[src/rtl/mcvt_pkg.sv]
// Shared types and constants for the matrix compose / vertex transform unit.
// No dependencies; used by mcvt_lane and matrix_compose_and_vertex_transform.
`timescale 1ns / 1ps
`default_nettype none

package mcvt_pkg;

    localparam int FRAC_BITS = 16;
    localparam int DATA_W    = 32;
    localparam int PROD_W    = 2 * DATA_W;
    localparam int SHIFT_W   = PROD_W - FRAC_BITS;
    // four shifted products summed exactly
    localparam int ACC_W     = SHIFT_W + 2;

    localparam logic signed [DATA_W-1:0] FX_ONE = DATA_W'(1) << FRAC_BITS;
    localparam logic signed [DATA_W-1:0] FX_MAX = {1'b0, {(DATA_W-1){1'b1}}};
    localparam logic signed [DATA_W-1:0] FX_MIN = {1'b1, {(DATA_W-1){1'b0}}};

    typedef logic signed [DATA_W-1:0] t_data;

    typedef enum logic [1:0] {
        ACT_WRITE     = 2'd0,
        ACT_COMPOSE   = 2'd1,
        ACT_IDENTITY  = 2'd2,
        ACT_TRANSFORM = 2'd3
    } t_action;

    // issue control for one lane, one product per cycle
    typedef struct packed {
        logic valid;
        logic first;
        logic last;
    } t_lane_ctl;

endpackage

`default_nettype wire

[src/rtl/mcvt_lane.sv]
// One dot-product lane: registered 32x32 multiply, floor shift, accumulate,
// saturate. Depends on mcvt_pkg.
`timescale 1ns / 1ps
`default_nettype none

module mcvt_lane (
    input  wire                 i_clk,
    input  wire                 i_rst_n,
    input  mcvt_pkg::t_lane_ctl i_ctl,
    input  mcvt_pkg::t_data     i_a,
    input  mcvt_pkg::t_data     i_b,
    output logic                o_done,
    output mcvt_pkg::t_data     o_res,
    output logic                o_sat
);

    mcvt_pkg::t_lane_ctl                      r_pctl;
    logic signed [mcvt_pkg::PROD_W-1:0]       r_prod;
    logic signed [mcvt_pkg::ACC_W-1:0]        r_acc;
    logic                                     r_done;

    logic signed [mcvt_pkg::PROD_W-1:0]       n_prod;
    logic signed [mcvt_pkg::SHIFT_W-1:0]      w_shift;
    logic signed [mcvt_pkg::ACC_W-1:0]        n_acc;
    logic [mcvt_pkg::ACC_W-mcvt_pkg::DATA_W:0] w_hi;

    assign n_prod  = i_a * i_b;
    // arithmetic shift = floor rounding of the product
    assign w_shift = $signed(r_prod[mcvt_pkg::PROD_W-1:mcvt_pkg::FRAC_BITS]);
    assign n_acc   = r_pctl.first ? mcvt_pkg::ACC_W'(w_shift)
                                  : r_acc + mcvt_pkg::ACC_W'(w_shift);

    always_ff @(posedge i_clk) begin
        if (!i_rst_n) begin
            r_pctl <= '0;
            r_done <= 1'b0;
        end else begin
            r_pctl <= i_ctl;
            r_done <= r_pctl.valid && r_pctl.last;
        end
        r_prod <= n_prod;
        if (r_pctl.valid) begin
            r_acc <= n_acc;
        end
    end

    // in range only if all bits from 31 up agree
    assign w_hi   = r_acc[mcvt_pkg::ACC_W-1:mcvt_pkg::DATA_W-1];
    assign o_sat  = !((&w_hi) || (~|w_hi));
    assign o_res  = o_sat ? (r_acc[mcvt_pkg::ACC_W-1] ? mcvt_pkg::FX_MIN : mcvt_pkg::FX_MAX)
                          : r_acc[mcvt_pkg::DATA_W-1:0];
    assign o_done = r_done;

endmodule

`default_nettype wire

[config.mk]
export PLATFORM = sky130hd
export DESIGN_NAME = mcvt_lane
export DESIGN_NICKNAME = d
export VERILOG_FILES = /design/src/rtl/mcvt_pkg.sv /design/src/rtl/mcvt_lane.sv
export SDC_FILE = /design/constraint.sdc
export NUM_CORES = 2
export LEC_CHECK = 0
export ABC_AREA = 1
export BUFFER_PORTS_ARGS = -buffer_cell sky130_fd_sc_hd__buf_2
export CAP_MARGIN = 20
export CELL_PAD_IN_SITES_DETAIL_PLACEMENT = 1
export CELL_PAD_IN_SITES_GLOBAL_PLACEMENT = 1
export CORE_MARGIN = 5
export CORE_UTILIZATION = 42
export CTS_BUF_LIST = sky130_fd_sc_hd__clkbuf_4
export CTS_CLUSTER_DIAMETER = 120
export DETAILED_ROUTE_END_ITERATION = 8
export GPL_ROUTABILITY_DRIVEN = 0
export PLACE_DENSITY = 0.82
export SETUP_SLACK_MARGIN = 0.2
export SLEW_MARGIN = 5
export SYNTH_ARGS = -nofsm -noshare
export SYNTH_HDL_FRONTEND = slang
export SYNTH_SLANG_ARGS = --single-unit
[constraint.sdc]
create_clock -name i_clk -period 9.4 [get_ports i_clk]
set_input_delay 1.41 -clock i_clk [delete_from_list [all_inputs] [get_ports i_clk]]
set_output_delay 1.41 -clock i_clk [all_outputs]
set_load 0.05 [all_outputs]
# Word level (Yosys, flattened, before mapping)
# Index checks and enable logic that the tools add are counted.
[word_totals]
ff_bits = 118
input_bits = 69
[op_classes]
add_sub_neg = 1
multipliers = 1
n_mux = 3
n_reduce_logical = 6
[ops]
columns = ["cell", "count"]
rows = [
  ["32-bit by 32-bit multiplier with 64-bit output", 1],
  ["32-bit 2-to-1 mux", 2],
  ["50-bit by 48-bit adder with 50-bit output", 1],
  ["50-bit 2-to-1 mux", 1],
  ["19-bit AND reduction", 1],
  ["19-bit OR reduction", 1],
  ["1-bit logical NOT", 2],
  ["1-bit logical AND", 1],
  ["1-bit logical OR", 1],
]

# Logic depth before layout (Yosys ltp)
[depth]
depth_word = 4
ltp_mapped = 30

# Least setup slack after synthesis
# OpenSTA, ideal clock, no wires.
[synth_path]
path_kind = "in2reg"
startpoint = "in i_a[31]"
endpoint = "reg r_prod[60] in the netlist's numbering"
arrival_time_ns = 8.149
required_time_ns = 9.288
slack_ns = 1.139
cell_stages = 25
path_buffers = 1
path_cell_list = "clkbuf_1 nand2_1 inv_1 fa_1 fa_1 fa_1 inv_1 fa_1 inv_1 fa_1 fa_1 inv_1 fa_1 fa_1 inv_1 ha_1 a21oi_1 nor2_1 or2_2 a21oi_1 nand2_1 a21oi_1 nand2_1 nand2_1 nand2_1"
[synth_via]
elab_chain_cells = 1
[synth_rtl]
columns = ["item", "line", "rtl"]
rows = [
  ["start, declared", "mcvt_lane.sv:10", "input mcvt_pkg::t_data i_a,"],
  ["32-bit by 32-bit multiplier with 64-bit output", "mcvt_lane.sv:27", "assign n_prod = i_a * i_b;"],
  ["net n_prod, one bit", "mcvt_lane.sv:22", "logic signed [mcvt_pkg::PROD_W-1:0] n_prod;"],
  ["end signal, assigned", "mcvt_lane.sv:41", "r_prod <= n_prod;"],
  ["end, declared", "mcvt_lane.sv:18", "logic signed [mcvt_pkg::PROD_W-1:0] r_prod;"],
]
# The timed path passes the listed nets, and every way through them passes these cells.
# A chain may end at the register's enable or synchronous reset.

# Worst setup path in the final report
[layout_path]
startpoint = "in i_b[5]"
endpoint = "reg r_prod[56] in the netlist's numbering"
[layout_via]
elab_chain_cells = 1
[layout_rtl]
columns = ["item", "line", "rtl"]
rows = [
  ["start, declared", "mcvt_lane.sv:11", "input mcvt_pkg::t_data i_b,"],
  ["32-bit by 32-bit multiplier with 64-bit output", "mcvt_lane.sv:27", ""],
  ["net n_prod, one bit", "mcvt_lane.sv:22", ""],
]
# The timed path passes the listed nets, and every way through them passes these cells.

==> flow_metrics.tcl <==
set metrics [dict create \
    status "completed" \
    synth-simple-area-share 0.2022 \
    areaGrowthSynthToFinish_pct 4.620 \
    finalNetCount 7391 \
    core_region_area_mm2 0.1074 \
    async_reset_ff_frac 0 \
    ctsHoldBuffers 0 \
    synthAdderAreaFrac 0.5388 \
    start_util 0.4240 \
    vias 38170 \
    yosys_most_used_dff "dfxtp_1" \
    dr.pass1.iters 6 \
    die_area_mm2 0.1151 \
    syn_nets 7426 \
    path_delay_family "adder cells" \
    synth.yosys.seq_area_share 0.05585 \
    rsz0062_at_grt "no" \
    critPathMaxStageDelay_ps 630 \
    synth_compound_area_frac 0.03144 \
    clk_pin_slew_ps 210 \
    cts_root_buf "clkbuf_4" \
    pin_count 103 \
    cpMaxStageDelayCell "fa_1" \
    cp.required_ps 9900 \
    drc_errors 0 \
    netlist_instances 6046 \
    cap_violations 0 \
    worst_pin_slew_ps 993.8 \
    drv_slew 0 \
    drt_first_iter_violations 2397 \
    critical_path_class "in2reg" \
    synth_top_family_by_area "adder cells" \
    drive_above_1_share 0.03740 \
    max_freq_ghz 0.1182 \
    grt-ovfl-total 0 \
    setup_ws_ps 939.0 \
    critPathArrivalTime_ps 8960 \
    cts-buffers-inserted 9 \
    wirelength_um 151300 \
    postCtsSetupRepairBufs 0 \
    io_buffers 102 \
    post-route-min-period_ps 8461 \
    synth_edf_count 50 \
    grt_usage 0.2651 \
    crit_buf_inv 8 \
    grt_max_degree 54 \
    synthTopCellsByCount "nand2_1 (1821), inv_1 (1786), fa_1 (1082), nor2_1 (249), ha_1 (229)" \
    finClkSkew_ps 35.63 \
    ys_ff_latch 102 \
    cts.repair.resized 0 \
    dp_slack_ps 391.5 \
    vias_per_cell 5.141 \
    grt_pass1_wl_um 240500 \
    clock-sinks 102 \
    worstHoldPathType "reg2reg" \
    rows 120 \
    fin_setup_tns_ps 0 \
    yosys.area.top_type "fa_1" \
    ys_types 36 \
    dp_hpwl_um 132400 \
    synthXorXnorAreaFrac 0.006927 \
    synthMuxAreaShare 0 \
    end_kind "flop" \
    relSlewSlack 0.3365 \
    grt_pass1_vias 44163 \
    ys_warn_count 0 \
    post_drt_wl_per_cell_um 20.38 \
    die_h_um 339.2 \
    grt_antenna_before_repair 7 \
    synth.area.top_cells "fa_1 (48%), nand2_1 (15%), inv_1 (15%)" \
    ant_nets 0 \
    cts_tree "built" \
    clockBufferDepth 2 \
    worst_setup_path_start_kind "input port" \
    crit_top_cell "fa_1" \
    die_x_um 339.2 \
    synth.most_common_cell "nand2_1" \
    worstPathMaxFanout 32 \
    nFillCells 13531 \
    syn_area_mm2 0.04552 \
    h-tree-depth 3 \
    hold_viol 0 \
    synth_top_area_frac 0.4758 \
    insertion_delay_ps 560 \
    post-route-period-util 0.9001 \
    finalSetupViolCount 0 \
    syn_avg_cell_area_um2 7.529 \
]
-- state kept, by name (all words and copies together) (netlist names) --
name    count
o_done      1
r_acc      50
r_prod     48
r_pctl      3
-- metrics by stage --
stage,util,hold WS [ps],area [um2],std cells
5_1_grt,0.4436,508.3,47620,7422
6_report,0.4436,494.0,47620,7425
4_1_cts,0.4432,497.4,47580,7418
3_5_place_dp,0.4420,470.1,47450,7402
3_3_place_gp,0.4420,439.5,47450,7402
2_1_floorplan,-,429.0,45520,6046
-- cell type report --
cell class | count | area [um2] | area share
antenna | 6 | 15.01 | 0.0003153
clock buffer | 9 | 67.56 | 0.001419
clock inverter | 7 | 62.56 | 0.001314
tap | 1403 | 1755 | 0.03686
inverter | 1788 | 6711 | 0.1409
sequential | 102 | 2545 | 0.05344
multi-input combinational | 3947 | 35480 | 0.7450
timing repair buffer | 163 | 988.4 | 0.02076
-- kinds of logic after synthesis --
family	after synthesis
flip-flops	102
buffers and inverters	1997
adder cells (fa/ha/maj)	1311
AO/OA/AOI/OAI	273
XOR/XNOR	36
AND/OR/NAND/NOR	2327
-- layout by cell type (no fill, tap or decap), types with 2 or more instances in the layout --
cell         n
nand2_1   1821
inv_1     1786
fa_1      1082
nor2_1     249
ha_1       229
a21oi_1    147
nand3_1    140
buf_2      102
o21ai_0    100
buf_4       60
dfxtp_1     50
edfxtp_1    50
nand4_1     30
xor2_1      30
or2_2       24
nor3_1      18
o21bai_1    12
nor4_1      11
nand3b_1     9
clkbuf_4     9
diode_2      6
nor2_2       6
xnor2_1      6
a21o_1       5
and2_1       5
nand2_2      4
or2_1        4
and3_1       3
inv_6        3
o21a_1       2
nor3_2       2
o21ai_2      2
a21oi_2      2
inv_2        2
inv_8        2
dfxtp_2      2
-- layer usage --
metal  up-vias  global-route usage  part of all wire
met5         -                   0          0.000053
met4         2             0.09201             0.039
met3       314             0.03781             0.059
met2      1142              0.4706              0.50
met1     19775              0.3322              0.41
li1      16937                   -                 -
-- path summary, 6_finish.rpt --
| path | cells past startpoint | from | to | slack, ps |
|---|---|---|---|---|
| setup / recovery | 25 | i_b[5] | r_prod[56] | 940 |
| hold / removal | 1 | r_pctl[0] | o_done | 490 |
| setup reg to reg | 15 | r_prod[16] | r_acc[20] | 6250 |
| hold reg to reg | 1 | r_pctl[0] | o_done | 490 |
Power is left out: the tool's default activity adds up to more than one toggle a clock period on the data nets, which glitch-free logic cannot reach.
